$ cat src/design/mm64_pkg.sv
// ----------------------------------------------------------------------------
// MurmurHash64A package
// Shared constants, types and helper functions for the string hash block.
// ----------------------------------------------------------------------------
package mm64_pkg;

   localparam int LEN_WIDTH = 32;
   localparam int WORD_WIDTH = 64;
   localparam int HALF_WIDTH = WORD_WIDTH / 2;
   localparam int CNT_WIDTH = 4;
   localparam int CSR_ADDR_WIDTH = 4;
   localparam int CSR_DATA_WIDTH = 64;

   localparam logic [WORD_WIDTH-1:0] MUR_MULT = 64'hc6a4a7935bd1e995;
   localparam int MUR_SHIFT = 47;
   localparam logic [WORD_WIDTH-1:0] SEED_RESET = 64'd7;
   localparam logic [CNT_WIDTH-1:0] FULL_BYTES = 4'd8;

   localparam logic CSR_IDX_SEED = 1'b0;

   typedef enum logic [2:0] {
      ST_IDLE,
      ST_SEED,
      ST_DISPATCH,
      ST_K1,
      ST_K2,
      ST_H,
      ST_FIN,
      ST_EMIT
   } state_type;

   typedef struct packed {
      logic                  start;
      logic [WORD_WIDTH-1:0] op_a;
      logic [WORD_WIDTH-1:0] op_b;
   } mul_cmd_type;

   typedef struct packed {
      logic                  done;
      logic [WORD_WIDTH-1:0] product;
   } mul_rsp_type;

   function automatic logic [WORD_WIDTH-1:0] tail_mask(input logic [CNT_WIDTH-1:0] nb);
      logic [WORD_WIDTH-1:0] m;
      m = '0;
      for (int i = 0; i < 8; i++) begin
         if (CNT_WIDTH'(i) < nb) begin
            m[8*i +: 8] = 8'hff;
         end
      end
      return m;
   endfunction

   function automatic logic [WORD_WIDTH-1:0] xorshift(input logic [WORD_WIDTH-1:0] v);
      return v ^ (v >> MUR_SHIFT);
   endfunction

endpackage

$ cat src/design/mm64_if.sv
// ----------------------------------------------------------------------------
// MurmurHash64A channel interfaces
// Request channel carrying message words and result channel carrying hashes.
// ----------------------------------------------------------------------------
interface mm64_req_if
   import mm64_pkg::*;
   ();
   logic                  valid;
   logic                  ready;
   logic [WORD_WIDTH-1:0] data_word;
   logic [CNT_WIDTH-1:0]  valid_bytes;
   logic                  first_word;
   logic                  last_word;
   logic [LEN_WIDTH-1:0]  msg_len;

   modport source (output valid, data_word, valid_bytes, first_word, last_word, msg_len,
                   input ready);
   modport sink (input valid, data_word, valid_bytes, first_word, last_word, msg_len,
                 output ready);
endinterface

interface mm64_rsp_if
   import mm64_pkg::*;
   ();
   logic                  valid;
   logic                  ready;
   logic [WORD_WIDTH-1:0] hash_value;

   modport source (output valid, hash_value, input ready);
   modport sink (input valid, hash_value, output ready);
endinterface

$ cat src/design/mm64_mul.sv
// ----------------------------------------------------------------------------
// MurmurHash64A shared multiplier
// Computes the low 64 bits of a 64 x 64 product with one 32 x 32 multiplier,
// accumulating the low and the two cross partial products.
// ----------------------------------------------------------------------------
module mm64_mul
   import mm64_pkg::*;
(
   input  logic        clock,
   input  logic        reset,
   input  mul_cmd_type cmd,
   output mul_rsp_type rsp
);

   logic                    busy_ff, busy_in;
   logic                    done_ff, done_in;
   logic [1:0]              step_ff, step_in;
   logic [WORD_WIDTH-1:0]   a_ff, a_in;
   logic [WORD_WIDTH-1:0]   b_ff, b_in;
   logic [WORD_WIDTH-1:0]   prod_ff, prod_in;
   logic [WORD_WIDTH-1:0]   acc_ff, acc_in;
   logic [HALF_WIDTH-1:0]   mul_a;
   logic [HALF_WIDTH-1:0]   mul_b;

   always_comb begin
      mul_a = (step_ff == 2'd2) ? a_ff[WORD_WIDTH-1:HALF_WIDTH] : a_ff[HALF_WIDTH-1:0];
      mul_b = (step_ff == 2'd1) ? b_ff[WORD_WIDTH-1:HALF_WIDTH] : b_ff[HALF_WIDTH-1:0];
      prod_in = WORD_WIDTH'(mul_a) * WORD_WIDTH'(mul_b);
   end

   always_comb begin
      busy_in = busy_ff;
      done_in = 1'b0;
      step_in = step_ff;
      a_in = a_ff;
      b_in = b_ff;
      acc_in = acc_ff;
      if (busy_ff) begin
         step_in = step_ff + 2'd1;
         unique case (step_ff)
            2'd0: acc_in = acc_ff;
            2'd1: acc_in = prod_ff;
            2'd2, 2'd3: acc_in = {acc_ff[WORD_WIDTH-1:HALF_WIDTH] + prod_ff[HALF_WIDTH-1:0],
                                  acc_ff[HALF_WIDTH-1:0]};
            default: acc_in = acc_ff;
         endcase
         if (step_ff == 2'd3) begin
            busy_in = 1'b0;
            done_in = 1'b1;
         end
      end else if (cmd.start) begin
         busy_in = 1'b1;
         step_in = 2'd0;
         a_in = cmd.op_a;
         b_in = cmd.op_b;
      end
   end

   always_ff @(posedge clock) begin
      if (reset) begin
         busy_ff <= 1'b0;
         done_ff <= 1'b0;
         step_ff <= 2'd0;
      end else begin
         busy_ff <= busy_in;
         done_ff <= done_in;
         step_ff <= step_in;
      end
      a_ff <= a_in;
      b_ff <= b_in;
      prod_ff <= prod_in;
      acc_ff <= acc_in;
   end

   assign rsp.done = done_ff;
   assign rsp.product = acc_ff;

endmodule

$ cat src/design/mm64_csr.sv
// ----------------------------------------------------------------------------
// MurmurHash64A register block
// APB-style register port holding the hash seed.
// ----------------------------------------------------------------------------
module mm64_csr
   import mm64_pkg::*;
(
   input  logic                      clock,
   input  logic                      reset,
   input  logic                      psel,
   input  logic                      penable,
   input  logic                      pwrite,
   input  logic [CSR_ADDR_WIDTH-1:0] paddr,
   input  logic [CSR_DATA_WIDTH-1:0] pwdata,
   output logic [CSR_DATA_WIDTH-1:0] prdata,
   output logic                      pready,
   output logic [WORD_WIDTH-1:0]     hash_seed
);

   logic [WORD_WIDTH-1:0] seed_ff, seed_in;
   logic                  reg_idx;

   assign reg_idx = paddr[CSR_ADDR_WIDTH-1];
   assign pready = 1'b1;

   always_comb begin
      seed_in = seed_ff;
      if (psel && penable && pwrite && reg_idx == CSR_IDX_SEED) begin
         seed_in = pwdata;
      end
   end

   always_comb begin
      prdata = '0;
      if (reg_idx == CSR_IDX_SEED) begin
         prdata = seed_ff;
      end
   end

   always_ff @(posedge clock) begin
      if (reset) begin
         seed_ff <= SEED_RESET;
      end else begin
         seed_ff <= seed_in;
      end
   end

   assign hash_seed = seed_ff;

endmodule

$ cat src/design/mm64_ctrl.sv
// ----------------------------------------------------------------------------
// MurmurHash64A sequencer
// Takes message words, steps the hash through the shared multiplier and
// holds the finished hash in an output register.
// ----------------------------------------------------------------------------
module mm64_ctrl
   import mm64_pkg::*;
(
   input  logic                  clock,
   input  logic                  reset,
   mm64_req_if.sink              req,
   mm64_rsp_if.source            rsp,
   input  logic [WORD_WIDTH-1:0] hash_seed,
   output mul_cmd_type           mul_cmd,
   input  mul_rsp_type           mul_rsp
);

   state_type             state_ff, state_in;
   logic                  pend_ff, pend_in;
   logic                  in_msg_ff, in_msg_in;
   logic                  out_valid_ff, out_valid_in;
   logic [WORD_WIDTH-1:0] acc_ff, acc_in;
   logic [WORD_WIDTH-1:0] k_ff, k_in;
   logic [WORD_WIDTH-1:0] word_ff, word_in;
   logic [CNT_WIDTH-1:0]  nb_ff, nb_in;
   logic                  last_ff, last_in;
   logic [LEN_WIDTH-1:0]  len_ff, len_in;
   logic [WORD_WIDTH-1:0] out_ff, out_in;
   logic                  accept;
   logic                  mul_state;
   logic                  mul_done;

   assign accept = (state_ff == ST_IDLE) && req.valid;
   assign mul_done = pend_ff && mul_rsp.done;

   always_comb begin
      state_in = state_ff;
      unique case (state_ff)
         ST_IDLE: begin
            if (req.valid) begin
               if (req.first_word) begin
                  state_in = ST_SEED;
               end else if (in_msg_ff) begin
                  state_in = ST_DISPATCH;
               end
            end
         end
         ST_SEED: begin
            if (mul_done) state_in = ST_DISPATCH;
         end
         ST_DISPATCH: begin
            if (nb_ff == FULL_BYTES) begin
               state_in = ST_K1;
            end else if (nb_ff != '0) begin
               state_in = ST_H;
            end else begin
               state_in = last_ff ? ST_FIN : ST_IDLE;
            end
         end
         ST_K1: begin
            if (mul_done) state_in = ST_K2;
         end
         ST_K2: begin
            if (mul_done) state_in = ST_H;
         end
         ST_H: begin
            if (mul_done) state_in = last_ff ? ST_FIN : ST_IDLE;
         end
         ST_FIN: begin
            if (mul_done) state_in = ST_EMIT;
         end
         ST_EMIT: begin
            if (!out_valid_ff || rsp.ready) state_in = ST_IDLE;
         end
         default: state_in = ST_IDLE;
      endcase
   end

   always_comb begin
      mul_state = 1'b0;
      mul_cmd.op_a = acc_ff;
      mul_cmd.op_b = MUR_MULT;
      req.ready = 1'b0;
      unique case (state_ff)
         ST_IDLE: req.ready = 1'b1;
         ST_SEED: begin
            mul_state = 1'b1;
            mul_cmd.op_a = WORD_WIDTH'(len_ff);
         end
         ST_K1: begin
            mul_state = 1'b1;
            mul_cmd.op_a = word_ff;
         end
         ST_K2: begin
            mul_state = 1'b1;
            mul_cmd.op_a = k_ff;
         end
         ST_H: mul_state = 1'b1;
         ST_FIN: begin
            mul_state = 1'b1;
            mul_cmd.op_a = xorshift(acc_ff);
         end
         ST_DISPATCH, ST_EMIT: mul_state = 1'b0;
         default: mul_state = 1'b0;
      endcase
      mul_cmd.start = mul_state && !pend_ff;
      rsp.valid = out_valid_ff;
      rsp.hash_value = out_ff;
   end

   always_comb begin
      pend_in = pend_ff;
      if (mul_cmd.start) begin
         pend_in = 1'b1;
      end else if (mul_rsp.done) begin
         pend_in = 1'b0;
      end

      word_in = word_ff;
      nb_in = nb_ff;
      last_in = last_ff;
      len_in = len_ff;
      in_msg_in = in_msg_ff;
      if (accept) begin
         word_in = req.data_word;
         nb_in = (req.valid_bytes > FULL_BYTES) ? FULL_BYTES : req.valid_bytes;
         last_in = req.last_word;
         len_in = req.msg_len;
         in_msg_in = (req.first_word || in_msg_ff) && !req.last_word;
      end

      acc_in = acc_ff;
      k_in = k_ff;
      unique case (state_ff)
         ST_SEED: if (mul_done) acc_in = hash_seed ^ mul_rsp.product;
         ST_DISPATCH: begin
            if (nb_ff != FULL_BYTES && nb_ff != '0) begin
               acc_in = acc_ff ^ (word_ff & tail_mask(nb_ff));
            end
         end
         ST_K1: if (mul_done) k_in = xorshift(mul_rsp.product);
         ST_K2: if (mul_done) acc_in = acc_ff ^ mul_rsp.product;
         ST_H: if (mul_done) acc_in = mul_rsp.product;
         ST_FIN: if (mul_done) k_in = xorshift(mul_rsp.product);
         ST_IDLE, ST_EMIT: acc_in = acc_ff;
         default: acc_in = acc_ff;
      endcase

      out_valid_in = out_valid_ff;
      out_in = out_ff;
      if (out_valid_ff && rsp.ready) begin
         out_valid_in = 1'b0;
      end
      if (state_ff == ST_EMIT && (!out_valid_ff || rsp.ready)) begin
         out_valid_in = 1'b1;
         out_in = k_ff;
      end
   end

   always_ff @(posedge clock) begin
      if (reset) begin
         state_ff <= ST_IDLE;
         pend_ff <= 1'b0;
         in_msg_ff <= 1'b0;
         out_valid_ff <= 1'b0;
         acc_ff <= '0;
      end else begin
         state_ff <= state_in;
         pend_ff <= pend_in;
         in_msg_ff <= in_msg_in;
         out_valid_ff <= out_valid_in;
         acc_ff <= acc_in;
      end
      k_ff <= k_in;
      word_ff <= word_in;
      nb_ff <= nb_in;
      last_ff <= last_in;
      len_ff <= len_in;
      out_ff <= out_in;
   end

endmodule

$ cat src/design/murmur64a_string_hash.sv
// ----------------------------------------------------------------------------
// MurmurHash64A string hash
// Top level: register port, sequencer and shared multiplier.
// ----------------------------------------------------------------------------
// One word is taken at a time and the block is not ready until its work is
// done. Each 64-bit multiply runs on the shared 32 x 32 multiplier, and a
// word also passes through transfer and dispatch: a full word needs three
// multiplies, a partial word one, and a first word adds one multiply for the
// seed. The last word adds one more multiply for finalization, after which
// the result register is loaded. The result register holds the hash until
// its transfer, while the next message is already being taken in.
module murmur64a_string_hash
   import mm64_pkg::*;
(
   input  logic                      clock,
   input  logic                      reset,
   mm64_req_if.sink                  req,
   mm64_rsp_if.source                rsp,
   input  logic                      csr_psel,
   input  logic                      csr_penable,
   input  logic                      csr_pwrite,
   input  logic [CSR_ADDR_WIDTH-1:0] csr_paddr,
   input  logic [CSR_DATA_WIDTH-1:0] csr_pwdata,
   output logic [CSR_DATA_WIDTH-1:0] csr_prdata,
   output logic                      csr_pready
);

   logic [WORD_WIDTH-1:0] hash_seed;
   mul_cmd_type           mul_cmd;
   mul_rsp_type           mul_rsp;

   mm64_csr u_csr (
      .clock     (clock),
      .reset     (reset),
      .psel      (csr_psel),
      .penable   (csr_penable),
      .pwrite    (csr_pwrite),
      .paddr     (csr_paddr),
      .pwdata    (csr_pwdata),
      .prdata    (csr_prdata),
      .pready    (csr_pready),
      .hash_seed (hash_seed)
   );

   mm64_ctrl u_ctrl (
      .clock     (clock),
      .reset     (reset),
      .req       (req),
      .rsp       (rsp),
      .hash_seed (hash_seed),
      .mul_cmd   (mul_cmd),
      .mul_rsp   (mul_rsp)
   );

   mm64_mul u_mul (
      .clock (clock),
      .reset (reset),
      .cmd   (mul_cmd),
      .rsp   (mul_rsp)
   );

endmodule

$ cat src/flat_wrapper.sv
// flat-port wrapper written by rule: the top's interface ports become plain ports
module murmur64a_string_hash_flat import mm64_pkg::*;
  (clock, reset, csr_psel, csr_penable, csr_pwrite, csr_paddr, csr_pwdata, csr_prdata, csr_pready, req_valid, req_data_word, req_valid_bytes, req_first_word, req_last_word, req_msg_len, req_ready, rsp_valid, rsp_hash_value, rsp_ready);
  mm64_req_if req_i ();
  mm64_rsp_if rsp_i ();
  input  logic clock;
  input  logic reset;
  input  logic csr_psel;
  input  logic csr_penable;
  input  logic csr_pwrite;
  input  logic [CSR_ADDR_WIDTH-1:0] csr_paddr;
  input  logic [CSR_DATA_WIDTH-1:0] csr_pwdata;
  output logic [CSR_DATA_WIDTH-1:0] csr_prdata;
  output logic csr_pready;
  input wire logic [$bits(req_i.valid)-1:0] req_valid;
  input wire logic [$bits(req_i.data_word)-1:0] req_data_word;
  input wire logic [$bits(req_i.valid_bytes)-1:0] req_valid_bytes;
  input wire logic [$bits(req_i.first_word)-1:0] req_first_word;
  input wire logic [$bits(req_i.last_word)-1:0] req_last_word;
  input wire logic [$bits(req_i.msg_len)-1:0] req_msg_len;
  output wire logic [$bits(req_i.ready)-1:0] req_ready;
  output wire logic [$bits(rsp_i.valid)-1:0] rsp_valid;
  output wire logic [$bits(rsp_i.hash_value)-1:0] rsp_hash_value;
  input wire logic [$bits(rsp_i.ready)-1:0] rsp_ready;
  assign req_i.valid = req_valid;
  assign req_i.data_word = req_data_word;
  assign req_i.valid_bytes = req_valid_bytes;
  assign req_i.first_word = req_first_word;
  assign req_i.last_word = req_last_word;
  assign req_i.msg_len = req_msg_len;
  assign req_ready = req_i.ready;
  assign rsp_valid = rsp_i.valid;
  assign rsp_hash_value = rsp_i.hash_value;
  assign rsp_i.ready = rsp_ready;
  murmur64a_string_hash u_core (.clock(clock), .reset(reset), .req(req_i), .rsp(rsp_i), .csr_psel(csr_psel), .csr_penable(csr_penable), .csr_pwrite(csr_pwrite), .csr_paddr(csr_paddr), .csr_pwdata(csr_pwdata), .csr_prdata(csr_prdata), .csr_pready(csr_pready));
endmodule
$ cat config.mk
export PLATFORM = sky130hd
export DESIGN_NAME = murmur64a_string_hash_flat
export DESIGN_NICKNAME = d
export VERILOG_FILES = /design/src/design/mm64_pkg.sv /design/src/design/mm64_if.sv /design/src/design/mm64_mul.sv /design/src/design/mm64_csr.sv /design/src/design/mm64_ctrl.sv /design/src/design/murmur64a_string_hash.sv /design/src/flat_wrapper.sv
export SDC_FILE = /design/constraint.sdc
export NUM_CORES = 2
export LEC_CHECK = 0
export ABC_AREA = 0
export BUFFER_PORTS_ARGS = -buffer_cell sky130_fd_sc_hd__buf_4
export CAP_MARGIN = 0
export CORE_ASPECT_RATIO = 1.5
export CORE_UTILIZATION = 43
export CTS_CLUSTER_SIZE = 25
export DETAILED_ROUTE_END_ITERATION = 8
export HOLD_SLACK_MARGIN = 0.12
export PLACE_DENSITY = 0.63
export SLEW_MARGIN = 10
export SYNTH_ARGS = -nofsm -noshare
export SYNTH_HDL_FRONTEND = slang
export SYNTH_SLANG_ARGS = --single-unit
$ cat constraint.sdc
create_clock -name clock -period 17.9 [get_ports clock]
set_input_delay 0.895 -clock clock [delete_from_list [all_inputs] [get_ports clock]]
set_output_delay 0.895 -clock clock [all_outputs]
set_load 0.02 [all_outputs]
==> summary.txt <==
Synth
  • Count leader, synth: inv_1
  • Synth cell types: 87
  • Post-synthesis sequential area ratio: a little under a third
  • Number of flops mapped to enable cells by yosys: between 300 and 400
  • Ys async rst share: 0%
  • Most frequent cells after synthesis: inv_1, fa_1, ha_1
  • Cell area after synthesis: slightly below 50000 µm²
  • Yosys warns: 0
  • Dominant synthesized flop cell: edfxtp_1
  • Yosys reg bits: between 500 and 600
  • Synth top area share: 25.46%
  • Synth area leader: fa_1
  • Mean Syn Cell Area: between 10 and 15 µm²
  • Syn Inst Count: a little under 5000
  • Ranking of synthesized cells by area: fa_1, edfxtp_1, ha_1

CTS
  • H-Tree Level Count: 2
  • CTS Buf Count: 45
  • Clock Pin Slew Worst Setup and Hold Paths: about 80 ps
  • Hold Buf Count CTS: 0
  • CTS resizes: 0
  • Post-CTS Setup Repair Bufs: 0
  • Clk_lat worst skew: approximately 600 ps
  • Clock net sink count: 559
  • Clk root buf: clkbuf_16
  • Max Buffers Root-to-Sink: 3
  • CTS tree: built

Critical path
  • Startpoint Class: register
  • Kind of critical path: register to register
  • Req. time, crit path: around 18000 ps
  • Slowest cell on the critical path: o311ai_0
  • Maximum fanout along the worst path: 20
  • Crit path top cell by count: fa_1
  • Top delay family on crit path: adder cells
  • CP arrival: 11020 ps
  • Crit path buf inv count: 6
  • Critical path endpoint category: register
  • Max stage delay on crit path: 770 ps

STA
  • Final Slew Violations: 0
  • Slew margin rel.: 15.10%
  • RSZ-0062 raised after global routing: false
  • Fin worst setup slack: between 7000 and 8000 ps
  • Tcrit/Tclk final: 58.92%
  • Setup TNS: 0 ps
  • Fmax achieved: 94.82 MHz
  • Clock skew: 32.57 ps
  • Worst-margin pin slew: 1260 ps
  • Final count of negative-setup-slack endpoints: 0
  • Final Hold Vio Count: 0
  • Final Critical Period: 10550 ps

Global routing
  • GR Util met1: about 30%
  • Most used routing layer: met2
  • Largest net degree at the start of global routing: 96
  • Vias in the first global route: roughly 38000
  • GRT Overall Usage: ~28%
  • Grt met2 use: 49.25%
  • Global-route wire length before repair: approximately 240000 µm
  • Gr ovfl total: 0
  • Initial antenna violation count: 3
  • GR Util met3: 2.473%

Detailed routing
  • Pre-antenna DRT Iters: 6
  • DRT Wirelength: ~160000 µm
  • Post-route ant nets: 0
  • # DRC: 0
  • Vias/cell: around 5.5
  • Drt wl/cell: around 24 µm
  • Starting DRT DRC Count: 2726
  • Detailed-route via count: between 30000 and 40000

Placed design
  • I/O Buffers: ~300
  • Area after DPL: 52910 µm²
  • Final HPWL DP: approximately 130000 µm
  • GP Congestion: slightly below 1
  • Worst slack, placed: about 7500 ps

Floorplan
  • Die width: approximately 280 µm
  • Ports: roughly 310
  • Core area: around 110000 µm²
  • Die area: approximately 120000 µm²
  • Row cnt: ~150
  • Chip height: about 420 µm
  • Initial Utilization: ~43%

Finish
  • Post-route cell area: between 50000 and 60000 µm²
  • Layout area overhead: 10.69%
  • Fin nets: ~6300
  • Layout cells sized above 1: a little over a tenth
  • Filler instances: about 11000
  • Area of the multi-input gates: just over 30000 µm²
  • Register area: 14770 µm²

Hold path
  • Worst hold path type: register to register

Status
  • Outcome: complete, no violations

Run
  • Max cap viols: 0
==> state kept, by name, summed over array words and instances (netlist names), 2 cells and up <==
signal and cells:
u_core.u_ctrl.acc_ff 64, u_core.u_ctrl.rsp.hash_value 64, u_core.u_ctrl.state_ff 3, u_core.u_mul.step_ff 2, u_core.u_mul.prod_ff 64, u_core.u_mul.acc_ff 64, u_core.u_ctrl.word_ff 64, u_core.u_mul.a_ff 64
u_core.u_ctrl.k_ff 64, u_core.u_ctrl.nb_ff 4, u_core.u_ctrl.len_ff 32, u_core.u_csr.hash_seed 64
==> stage by stage <==
step | hold WS, ps | instances | util [%]
finish | 438.5 | 6517 | 48.06
global route | 438.0 | 6516 | 48.06
CTS | 424.9 | 6514 | 48.06
detailed placement | 435.5 | 6431 | 46.76
global placement | 432.3 | 6431 | 46.76
floorplan | 424.4 | 4819 | -
==> path summary, 6_finish.rpt <==
check                                        startpoint                                to  slack [ps]  depth (start not counted)
worst min-delay path             u_core.u_ctrl.k_ff[50]  u_core.u_ctrl.rsp.hash_value[50]         440                          0
worst min register to register   u_core.u_ctrl.k_ff[50]  u_core.u_ctrl.rsp.hash_value[50]         440                          0
worst max register to register  u_core.u_mul.step_ff[0]          u_core.u_mul.prod_ff[60]        7350                         27
worst max-delay path            u_core.u_mul.step_ff[0]          u_core.u_mul.prod_ff[60]        7350                         27
==> kinds of logic after synthesis <==
| family | share of synthesized area [%] |
|---|---|
| AOI/OAI and AO/OA | 10.85 |
| xor gates and xnor gates | 3.280 |
| adders and majority gates | 36.46 |
| buffers and inverters | 7.993 |
| DFF | 30.05 |
| muxes | 1.436 |
| other | 0.01528 |
| and+or+nand+nor | 9.920 |
==> per-layer routing <==
metal	vias to the layer above	part of all wire [%]
met1	17720	36
li1	16180	-
met4	0	8.5
met5	-	0
met3	420	5.0
met2	1473	51
==> area by class of cell <==
cell class                 count  share of cell area, %
antenna                        3                0.01380
clock inverter                20                 0.2829
clock buffer                  63                  2.424
tap                         1453                  3.342
timing repair buffer         350                  4.831
inverter                     841                  5.804
multi-input combinational   3228                  56.16
sequential                   559                  27.15
==> placed cells by master (no fill, tap or decap), types with 5 or more instances in the layout <==
cell | synthesis | routed
clkbuf_1 | 141 | 10
clkbuf_16 | 0 | 49
nor2_1 | 217 | 213
a21o_1 | 46 | 46
inv_4 | 0 | 7
clkinv_2 | 0 | 8
edfxtp_1 | 357 | 357
inv_1 | 835 | 835
dfxtp_1 | 202 | 201
a21oi_1 | 368 | 368
nor2b_1 | 78 | 76
or2_2 | 17 | 17
nor3_1 | 87 | 86
a221oi_1 | 20 | 20
and3_1 | 21 | 21
nand4_1 | 23 | 23
and2_1 | 57 | 54
nand3b_1 | 7 | 7
nand2_1 | 391 | 390
o21ai_0 | 221 | 221
o211ai_1 | 8 | 8
o21a_1 | 6 | 6
o21bai_1 | 19 | 19
o21ai_1 | 15 | 15
mux2_2 | 44 | 44
o31ai_1 | 11 | 10
buf_4 | 1 | 350
mux2i_1 | 21 | 21
a22oi_1 | 97 | 97
ha_1 | 432 | 429
fa_1 | 625 | 625
nand2b_1 | 77 | 76
xnor2_1 | 68 | 68
a211oi_1 | 9 | 9
nand3_1 | 22 | 21
nor3b_1 | 18 | 18
xor2_1 | 116 | 116
a31oi_1 | 7 | 7
conb_1 | 2 | 5
Power is not shown: default switching activity piles up to over one toggle a cycle in this logic, so the estimate is an artifact.
